[src/rtl/hbf_pkg.sv]
// Shared types and constants for the HUB75 bitplane word formatter.
// No dependencies; compiled first.
package hbf_pkg;

    localparam int ColorBits   = 8;
    localparam int PlaneWords  = 7;
    localparam int WordBits    = 13;
    localparam int AddrBits    = 10;
    localparam int ColumnBits  = 6;
    localparam int RowBits     = 4;
    localparam int BrBits      = 6;
    localparam int RowCodeBits = 5;
    localparam int LatchBit    = 11;
    localparam int OeNBit      = 12;
    localparam int CfgIdxBits  = 1;
    localparam int CfgDataBits = 6;

    localparam logic [BrBits-1:0] BrightnessReset = 6'd2;
    localparam logic [BrBits-1:0] LowPowerReset   = 6'd20;

    typedef enum logic [CfgIdxBits-1:0] {
        REG_BRIGHTNESS     = 1'b0,
        REG_BRIGHTNESS_CAP = 1'b1
    } t_reg_idx;

    typedef struct packed {
        logic [BrBits-1:0] brightness;
        logic [BrBits-1:0] brightness_cap;
    } t_cfg;

    typedef struct packed {
        logic [ColumnBits-1:0]  column;
        logic [RowBits-1:0]     row;
        logic [3*ColorBits-1:0] upper_color;
        logic [3*ColorBits-1:0] lower_color;
        logic                   power_bad;
    } t_pix;

    typedef struct packed {
        logic [AddrBits-1:0] word_address;
        logic [WordBits-1:0] plane_word_0;
        logic [WordBits-1:0] plane_word_1;
        logic [WordBits-1:0] plane_word_2;
        logic [WordBits-1:0] plane_word_3;
        logic [WordBits-1:0] plane_word_4;
        logic [WordBits-1:0] plane_word_5;
        logic [WordBits-1:0] plane_word_6;
    } t_word;

endpackage

[src/rtl/hbf_pix_if.sv]
// Pixel pair channel: valid/ready handshake carrying one t_pix beat.
// Depends on hbf_pkg.
interface hbf_pix_if;
    logic             valid;
    logic             ready;
    hbf_pkg::t_pix    data;

    modport source (output valid, output data, input ready);
    modport sink   (input valid, input data, output ready);
endinterface

[src/rtl/hbf_word_if.sv]
// Panel word channel: valid/ready handshake carrying one t_word beat.
// Depends on hbf_pkg.
interface hbf_word_if;
    logic             valid;
    logic             ready;
    hbf_pkg::t_word   data;

    modport source (output valid, output data, input ready);
    modport sink   (input valid, input data, output ready);
endinterface

[src/rtl/hbf_cfg.sv]
// Configuration registers: brightness (saturated) and low-power cap.
// Depends on hbf_pkg.
module hbf_cfg #(
    parameter int PANEL_WIDTH = 64
) (
    input  logic                            i_clk,
    input  logic                            i_rst_n,
    input  logic                            i_cfg_we,
    input  logic [hbf_pkg::CfgIdxBits-1:0]  i_cfg_idx,
    input  logic [hbf_pkg::CfgDataBits-1:0] i_cfg_data,
    output hbf_pkg::t_cfg                   o_cfg
);
    import hbf_pkg::*;

    localparam int BrMax = PANEL_WIDTH - 2;

    t_cfg              r_cfg;
    t_cfg              n_cfg;
    logic [BrBits-1:0] w_br_sat;

    // clamp to PANEL_WIDTH - 2, a window that still leaves the latch column dark
    assign w_br_sat = (int'(i_cfg_data) > BrMax) ? BrBits'(BrMax) : BrBits'(i_cfg_data);

    always_comb begin
        n_cfg = r_cfg;
        if (i_cfg_we) begin
            case (t_reg_idx'(i_cfg_idx))
                REG_BRIGHTNESS:     n_cfg.brightness     = w_br_sat;
                REG_BRIGHTNESS_CAP: n_cfg.brightness_cap = BrBits'(i_cfg_data);
                default:            n_cfg                = r_cfg;
            endcase
        end
    end

    always_ff @(posedge i_clk) begin
        if (!i_rst_n) begin
            r_cfg.brightness     <= BrightnessReset;
            r_cfg.brightness_cap <= LowPowerReset;
        end else begin
            r_cfg <= n_cfg;
        end
    end

    assign o_cfg = r_cfg;

endmodule

[src/rtl/hbf_enc.sv]
// Combinational encoder: address, OE window, latch, row code and plane bits.
// Depends on hbf_pkg.
module hbf_enc #(
    parameter int PANEL_WIDTH = 64,
    parameter int PLANE_COUNT = 7
) (
    input  hbf_pkg::t_cfg  i_cfg,
    input  hbf_pkg::t_pix  i_pix,
    output hbf_pkg::t_word o_word
);
    import hbf_pkg::*;

    // wide enough for PANEL_WIDTH + brightness
    localparam int SpanBits = $clog2(PANEL_WIDTH + 64);

    logic [BrBits-1:0]      w_br;
    logic [SpanBits-1:0]    w_start;
    logic [SpanBits-1:0]    w_stop;
    logic [SpanBits-1:0]    w_disp;
    logic                   w_in_win;
    logic                   w_latch;
    logic [RowCodeBits-1:0] w_row_code;
    logic [WordBits-1:0]    w_plane [PlaneWords];

    assign w_br = (i_pix.power_bad && (i_cfg.brightness > i_cfg.brightness_cap))
                ? i_cfg.brightness_cap : i_cfg.brightness;

    assign w_start = (SpanBits'(PANEL_WIDTH) - SpanBits'(w_br)) >> 1;
    assign w_stop  = (SpanBits'(PANEL_WIDTH) + SpanBits'(w_br)) >> 1;

    // FIFO swaps columns pairwise
    assign w_disp     = SpanBits'(i_pix.column ^ ColumnBits'(1));
    assign w_in_win   = (w_disp >= w_start) && (w_disp < w_stop);
    assign w_latch    = (w_disp == SpanBits'(PANEL_WIDTH - 1));
    assign w_row_code = RowCodeBits'(i_pix.row) - RowCodeBits'(1);

    for (genvar p = 0; p < PlaneWords; p++) begin : g_plane
        if (p < PLANE_COUNT) begin : g_used
            localparam int Bit = ColorBits - PLANE_COUNT + p;
            assign w_plane[p] = {
                ~w_in_win, w_latch, w_row_code,
                i_pix.lower_color[Bit], i_pix.lower_color[ColorBits+Bit],
                i_pix.lower_color[2*ColorBits+Bit],
                i_pix.upper_color[Bit], i_pix.upper_color[ColorBits+Bit],
                i_pix.upper_color[2*ColorBits+Bit]
            };
        end else begin : g_unused
            assign w_plane[p] = '0;
        end
    end

    assign o_word.word_address = AddrBits'(int'(i_pix.row) * PANEL_WIDTH
                                           + int'(i_pix.column));
    assign o_word.plane_word_0 = w_plane[0];
    assign o_word.plane_word_1 = w_plane[1];
    assign o_word.plane_word_2 = w_plane[2];
    assign o_word.plane_word_3 = w_plane[3];
    assign o_word.plane_word_4 = w_plane[4];
    assign o_word.plane_word_5 = w_plane[5];
    assign o_word.plane_word_6 = w_plane[6];

endmodule

[src/rtl/hub75_bitplane_word_formatter_unit.sv]
// HUB75 bitplane word formatter, top level.
// Word beat: an accepted pixel beat is encoded from the input register into the result register.
// Throughput: one beat per cycle; input register -> encoder -> result register,
// each stage moves whenever the stage after it is empty or being drained.
// Reset (synchronous, active low): both stages empty, brightness 2, cap 20.
// Depends on hbf_pkg, hbf_pix_if, hbf_word_if, hbf_cfg, hbf_enc.
module hub75_bitplane_word_formatter_unit #(
    parameter int PANEL_WIDTH = 64,
    parameter int PLANE_COUNT = 7
) (
    input  logic                            i_clk,
    input  logic                            i_rst_n,
    hbf_pix_if.sink                         i_pix,
    hbf_word_if.source                      o_word,
    input  logic                            i_cfg_we,
    input  logic [hbf_pkg::CfgIdxBits-1:0]  i_cfg_idx,
    input  logic [hbf_pkg::CfgDataBits-1:0] i_cfg_data
);
    import hbf_pkg::*;

    t_cfg  w_cfg;
    t_pix  r_pix;
    t_word w_word;
    t_word r_word;
    logic  r_v1;
    logic  n_v1;
    logic  r_v2;
    logic  n_v2;
    logic  w_s1_ready;
    logic  w_s2_ready;

    hbf_cfg #(
        .PANEL_WIDTH (PANEL_WIDTH)
    ) u_cfg (
        .i_clk      (i_clk),
        .i_rst_n    (i_rst_n),
        .i_cfg_we   (i_cfg_we),
        .i_cfg_idx  (i_cfg_idx),
        .i_cfg_data (i_cfg_data),
        .o_cfg      (w_cfg)
    );

    // encoder sits between the input register and the result register
    hbf_enc #(
        .PANEL_WIDTH (PANEL_WIDTH),
        .PLANE_COUNT (PLANE_COUNT)
    ) u_enc (
        .i_cfg  (w_cfg),
        .i_pix  (r_pix),
        .o_word (w_word)
    );

    // a stage may load when empty or when its beat leaves this cycle
    assign w_s2_ready = !r_v2 || o_word.ready;
    assign w_s1_ready = !r_v1 || w_s2_ready;
    assign i_pix.ready = w_s1_ready;

    assign n_v1 = w_s1_ready ? i_pix.valid : r_v1;
    assign n_v2 = w_s2_ready ? r_v1 : r_v2;

    always_ff @(posedge i_clk) begin
        if (!i_rst_n) begin
            r_v1 <= 1'b0;
            r_v2 <= 1'b0;
        end else begin
            r_v1 <= n_v1;
            r_v2 <= n_v2;
        end
    end

    // payload: no reset
    always_ff @(posedge i_clk) begin
        if (w_s1_ready && i_pix.valid) begin
            r_pix <= i_pix.data;
        end
        if (w_s2_ready && r_v1) begin
            r_word <= w_word;
        end
    end

    assign o_word.valid = r_v2;
    assign o_word.data  = r_word;

    // a loaded input stage always reaches the result register when it is free
    a_stage_advance: assert property (@(posedge i_clk) disable iff (!i_rst_n)
        r_v1 && w_s2_ready |=> r_v2)
        else $error("input stage beat did not advance");

    // brightness is held within the panel after saturation
    a_br_sat: assert property (@(posedge i_clk) disable iff (!i_rst_n)
        int'(w_cfg.brightness) <= PANEL_WIDTH - 2 || PANEL_WIDTH - 2 > 63)
        else $error("brightness exceeds panel width");

    // the latch column always lies outside the enable window
    a_latch_dark: assert property (@(posedge i_clk) disable iff (!i_rst_n)
        r_v2 && r_word.plane_word_0[LatchBit] |-> r_word.plane_word_0[OeNBit])
        else $error("latch asserted with output enabled");

    // reset empties both stages
    a_reset_empty: assert property (@(posedge i_clk)
        !i_rst_n |=> !r_v1 && !r_v2)
        else $error("pipeline not empty after reset");

endmodule
[src/flat_wrapper.sv]
// flat-port wrapper written by rule: the top's interface ports become plain ports
module hub75_bitplane_word_formatter_unit_flat import hbf_pkg::*;
#(
    parameter int PANEL_WIDTH = 64,
    parameter int PLANE_COUNT = 7
)
  (i_clk, i_rst_n, i_cfg_we, i_cfg_idx, i_cfg_data, i_pix_valid, i_pix_data, i_pix_ready, o_word_valid, o_word_data, o_word_ready);
  hbf_pix_if i_pix_i ();
  hbf_word_if o_word_i ();
  input  logic i_clk;
  input  logic i_rst_n;
  input  logic i_cfg_we;
  input  logic [hbf_pkg::CfgIdxBits-1:0] i_cfg_idx;
  input  logic [hbf_pkg::CfgDataBits-1:0] i_cfg_data;
  input wire logic [$bits(i_pix_i.valid)-1:0] i_pix_valid;
  input wire logic [$bits(i_pix_i.data)-1:0] i_pix_data;
  output wire logic [$bits(i_pix_i.ready)-1:0] i_pix_ready;
  output wire logic [$bits(o_word_i.valid)-1:0] o_word_valid;
  output wire logic [$bits(o_word_i.data)-1:0] o_word_data;
  input wire logic [$bits(o_word_i.ready)-1:0] o_word_ready;
  assign i_pix_i.valid = i_pix_valid;
  assign i_pix_i.data = i_pix_data;
  assign i_pix_ready = i_pix_i.ready;
  assign o_word_valid = o_word_i.valid;
  assign o_word_data = o_word_i.data;
  assign o_word_i.ready = o_word_ready;
  hub75_bitplane_word_formatter_unit #(.PANEL_WIDTH(PANEL_WIDTH), .PLANE_COUNT(PLANE_COUNT)) u_core (.i_clk(i_clk), .i_rst_n(i_rst_n), .i_pix(i_pix_i), .o_word(o_word_i), .i_cfg_we(i_cfg_we), .i_cfg_idx(i_cfg_idx), .i_cfg_data(i_cfg_data));
endmodule
[config.mk]
export PLATFORM = sky130hd
export DESIGN_NAME = hub75_bitplane_word_formatter_unit_flat
export DESIGN_NICKNAME = d
export VERILOG_FILES = /design/src/rtl/hbf_pkg.sv /design/src/rtl/hbf_pix_if.sv /design/src/rtl/hbf_word_if.sv /design/src/rtl/hbf_cfg.sv /design/src/rtl/hbf_enc.sv /design/src/rtl/hub75_bitplane_word_formatter_unit.sv /design/src/flat_wrapper.sv
export SDC_FILE = /design/constraint.sdc
export NUM_CORES = 1
export LEC_CHECK = 0
export BUFFER_PORTS_ARGS = -buffer_cell sky130_fd_sc_hd__buf_2
export CAP_MARGIN = 20
export CORE_MARGIN = 2
export CORE_UTILIZATION = 51
export CTS_BUF_LIST = sky130_fd_sc_hd__clkbuf_4
export CTS_CLUSTER_DIAMETER = 120
export DETAILED_ROUTE_END_ITERATION = 8
export PLACE_DENSITY_LB_ADDON = 0.15
export SYNTH_ARGS = -nofsm -noshare
export SYNTH_HDL_FRONTEND = slang
export SYNTH_SLANG_ARGS = --single-unit
[constraint.sdc]
create_clock -name i_clk -period 5.35 [get_ports i_clk]
set_input_delay 1.07 -clock i_clk [delete_from_list [all_inputs] [get_ports i_clk]]
set_output_delay 1.07 -clock i_clk [all_outputs]
set_load 0.02 [all_outputs]
# == Yosys cells after proc, flatten, opt, wreduce, memory -nomap -nowiden ==
# Cells that the tools add are included.
# word_totals
regBits,174
inputBits,71
out_inout_bits,103
word_cells,41
# op_classes
add_sub_neg,4
n_lt_le_gt_ge,4
n_eq_ne,1
muxes,2
n_bitwise,3
n_reduce_logical,10
# op_table
cell,n
6-bit 2-to-1 mux,2
10-bit by 6-bit adder with 10-bit output,1
7-bit by 6-bit adder with 7-bit output (first input constant),1
7-bit by 6-bit subtractor with 7-bit output (first input constant),1
6-bit == test (second input constant),1
6-bit greater-or-equal comparator,1
6-bit greater-than comparator,1
6-bit greater-than comparator (second input constant),1
6-bit < comparator,1
4-bit by 1-bit subtractor with 5-bit output (second input constant),1
1-bit logical AND,4
2-bit AND reduction,2
1-bit NOT,3
1-bit zero test,2
1-bit logical OR,2

# == Logic depth before layout (Yosys ltp) ==
# depth
ltp_word,7
ltp_mapped,16

# == Hierarchy ==
# A second synthesis with hierarchy kept.
# unflattened
cells_unflattened,410
hier_area_um2,6807.8
# by_module_without_submodules
mod,n_inst,cells_each,area_each_um2,seq_area_each_um2
hub75_bitplane_word_formatter_unit,1,169,4908.5,4844.6
hbf_enc,1,184,1385.1,0.0
hbf_cfg,1,57,514.2,240.2

# == Least setup slack after synthesis ==
# OpenSTA, ideal clock, no wires.
# synth_path
kind,input to register
start,in o_word_ready
end,"reg u_core.r_word, in the netlist u_core.o_word.data[0] (enable)"
t_arrival_ns,3.776
required_ns,4.867
setup_slack_ns,1.091
cell_stages,2
cell_sequence,nor2b_1 nor2b_1
# synth_between
elab_chain_len,2
# synth_rtl
item,line,source
"start, declared",flat_wrapper.sv:20,input wire logic [$bits(o_word_i.ready)-1:0] o_word_ready;
1-bit logical OR,hub75_bitplane_word_formatter_unit.sv:54,assign w_s2_ready = !r_v2 || o_word.ready;
1-bit logical AND,hub75_bitplane_word_formatter_unit.sv:76,if (w_s2_ready && r_v1) begin
"end signal, assigned",hub75_bitplane_word_formatter_unit.sv:77,r_word <= w_word;
"end, declared",hub75_bitplane_word_formatter_unit.sv:24,t_word r_word;
# No other way between the ends.
# A chain may end at the register's enable or synchronous reset.

==> results.sh <==
export IMPL_cts_resized=0
export IMPL_hold_slack_ns=0.424
export IMPL_num_nets_final=530
export IMPL_synthMuxAreaShare=0.0209
export IMPL_drtIter0Drc=111
export IMPL_synth_warnings=0
export IMPL_io_buffers=167
export IMPL_dp_cells=553
export IMPL_switching_share=0.256
export IMPL_total_power_w=0.00200
export IMPL_syn_num_nets=390
export IMPL_pwr_share_clk=0.324
export IMPL_slew_headroom=0.431
export IMPL_start_util=0.528
export IMPL_grt_pass1_vias=2676
export IMPL_setup_viol=0
export IMPL_final_cell_mix="167 x buf_2, 112 x edfxtp_1, 18 x nand2_1, 17 x clkbuf_4, 16 x ha_1"
export IMPL_synth_seq_cells=126
export IMPL_finClkSkew_ns=0.0149
export IMPL_gp_congestion=0.764
export IMPL_grt_max_degree=54
export IMPL_tns_ns=0
export IMPL_yosys_area_share_simple=0.0599
export IMPL_grt_pass1_wl_um=13000
export IMPL_cts_setup_buffers=0
export IMPL_fin_cells=584
export IMPL_clk_latency_ns=0.49
export IMPL_vias=2783
export IMPL_layout_commonest_cell="buf_2"
export IMPL_critical_path_required_ns=5.60
export IMPL_synth_xor_area_share=0.0125
export IMPL_routed_via_density=4.77
export IMPL_htreeDepth=4
export IMPL_fin_crit_sh=0.658
export IMPL_drv_slew=0
export IMPL_synth_distinct_cells=39
export IMPL_synthAdderAreaFrac=0.0408
export IMPL_io_pins=174
export IMPL_synth_compound_area_frac=0.0441
export IMPL_ys_seq_area_frac=0.743
export IMPL_hold_path_class="register to register"
export IMPL_die_area_um2=10400
export IMPL_crit_fanout=8
export IMPL_regToRegSetupSlack_ns=1.83
export IMPL_vdd_drop_max_uv=302
export IMPL_ctsHoldBuffers=0
export IMPL_drtPass1Iterations=4
export IMPL_worst_setup_path_type="register to register"
export IMPL_die_height_um=102
export IMPL_synth_top_family_by_area="buffers and inverters"
export IMPL_seq_power_share=0.577
export IMPL_wl_per_cell_um=14.6
export IMPL_clock_sinks=126
export IMPL_cts_tree="yes"
export IMPL_die_w_um=102
export IMPL_cp_end_kind="register"
export IMPL_antenna_cells=0
export IMPL_root_buffer="clkbuf_4"
export IMPL_powerDensity_nw_per_um2=341
export IMPL_ant_nets=0
export IMPL_rsz0062_at_grt="no"
export IMPL_finalHoldViolations=0
export IMPL_tightest_slew_ns=0.852
export IMPL_status="finished, final reports clean"
export IMPL_drv_cap=0
export IMPL_max_freq_mhz=284
export IMPL_cp_start_kind="register"
export IMPL_p_sw_w=0.000512
export IMPL_num_rows=35
export IMPL_syn_area_um2=4900
export IMPL_cts_buffer_depth=2
export IMPL_wirelength_um=8500
export IMPL_combPwrFrac=0.098
export IMPL_syn_avg_cell_area_um2=16.2
export IMPL_crit_arrival_ns=3.77
export IMPL_antenna_found_initial=0
export IMPL_drive_gt1_frac=0.457
export IMPL_syn_inst=303
export IMPL_syn2layout_area_growth_pct=19.6
export IMPL_p_leak_nw=2.44
export IMPL_path_clk_slew_ns=0.12
export IMPL_cts_made_buffers=17
export IMPL_track_usage=0.171
export IMPL_period_minus_slack_ns=3.52
export IMPL_route_detailed_drc=0
export IMPL_grt_ovfl_total=0
export IMPL_place_hpwl_um=6170
export IMPL_p_int_w=0.00149
export IMPL_core_area_um2=9280
==> synthesized netlist by cell type (all sizes together) <==
library cell	n	area share
clkbuf	5	0.0038
inv	11	0.0084
o31a	1	0.0020
and2	2	0.0026
nor2b	10	0.013
a22oi	1	0.0015
a31o	1	0.0018
edfxtp	112	0.69
a211o	1	0.0018
nor4	3	0.0038
nand4	2	0.0026
a211oi	1	0.0015
nand2b	2	0.0026
nor3b	2	0.0031
ha	16	0.041
a21boi	4	0.0061
nor2	4	0.0031
o21ai	6	0.0061
a2111oi	1	0.0031
a31oi	2	0.0026
a311oi	2	0.0036
mux2i	9	0.021
a21o	2	0.0031
o21a	1	0.0015
dfxtp	14	0.057
xnor2	3	0.0054
nand3	10	0.010
a21oi	4	0.0041
nor3	4	0.0051
buf	43	0.067
o21bai	2	0.0054
nand2	18	0.014
xor2	4	0.0071
==> metrics by stage <==
| step | setup WS [ns] | util | cell area [µm²] |
|---|---|---|---|
| finish | 1.83 | 0.632 | 5870 |
| global route | 1.53 | 0.632 | 5870 |
| CTS | 1.81 | 0.632 | 5870 |
| detailed placement | 1.82 | 0.601 | 5580 |
| global placement | 1.88 | 0.601 | 5580 |
| floorplan | 1.09 | - | 4900 |
==> critical path, cell delays in order, from the launching register on <==
cell and delay (ns):
dfxtp_1 0.47, inv_1 0.07, ha_1 0.30, nor2b_1 0.16
o21bai_4 0.13, a31o_1 0.43, mux2i_1 0.41, a211o_1 0.15
nand2_1 0.05, ha_1 0.28, o21ai_0 0.07, o21bai_1 0.16
a21oi_1 0.13, a2111oi_2 0.39, nor3_2 0.09
==> power groups by stage <==
stage               clock, W  combinational [W]  sequential [W]
global route        0.000707           0.000218         0.00116
global placement           0           0.000194         0.00117
finish              0.000648           0.000197         0.00115
CTS                 0.000673           0.000199         0.00116
detailed placement         0           0.000198         0.00118
floorplan                  0           0.000119         0.00120
==> flip-flops by register name, summed over array words and instances, names as in the netlist <==
name                 cells
u_core.r_v1              1
u_core.r_pix            53
u_core.u_cfg.o_cfg      12
u_core.o_word.valid      1
u_core.o_word.data      59
==> area by class of cell <==
type	instances	area, µm²
Sequential cell	126	3640
Timing Repair Buffer	169	851
Multi-Input combinational cell	118	883
Fill cell	760	3420
Tap cell	129	161
Clock inverter	14	160
Clock buffer	17	128
Inverter	11	41.3
==> layer usage <==
metal  vias to the layer above  share of wire  GRT usage  wire length [µm]
met4                         0          0.021     0.0913               182
met1                      1274           0.40      0.196              3420
met2                       135           0.50      0.281              4270
li1                       1360              -          -                 -
met3                        14          0.074     0.0622               628
met5                         -              0          0                 0
==> path summary, 6_finish.rpt <==
check | startpoint | end | cells after the start
max | u_core.u_cfg.o_cfg[1]$_SDFFE_PN0P_ | u_core.o_word.data[12]$_DFFE_PP_ | 14
min | u_core.r_pix[11]$_DFFE_PP_ | u_core.o_word.data[69]$_DFFE_PP_ | 0
max reg2reg | u_core.u_cfg.o_cfg[1]$_SDFFE_PN0P_ | u_core.o_word.data[12]$_DFFE_PP_ | 14
min reg2reg | u_core.r_pix[11]$_DFFE_PP_ | u_core.o_word.data[69]$_DFFE_PP_ | 0
==> kinds of logic (layout without fill, tap and decap cells) <==
group | count (synthesis) | after routing
flops | 126 | 126
buf+inv | 59 | 211
simple gates | 57 | 57
compound gates | 29 | 29
fa+ha+maj | 16 | 16
mux | 9 | 9
xor+xnor | 7 | 7
Note: power is estimated with default switching activity, not from simulation.
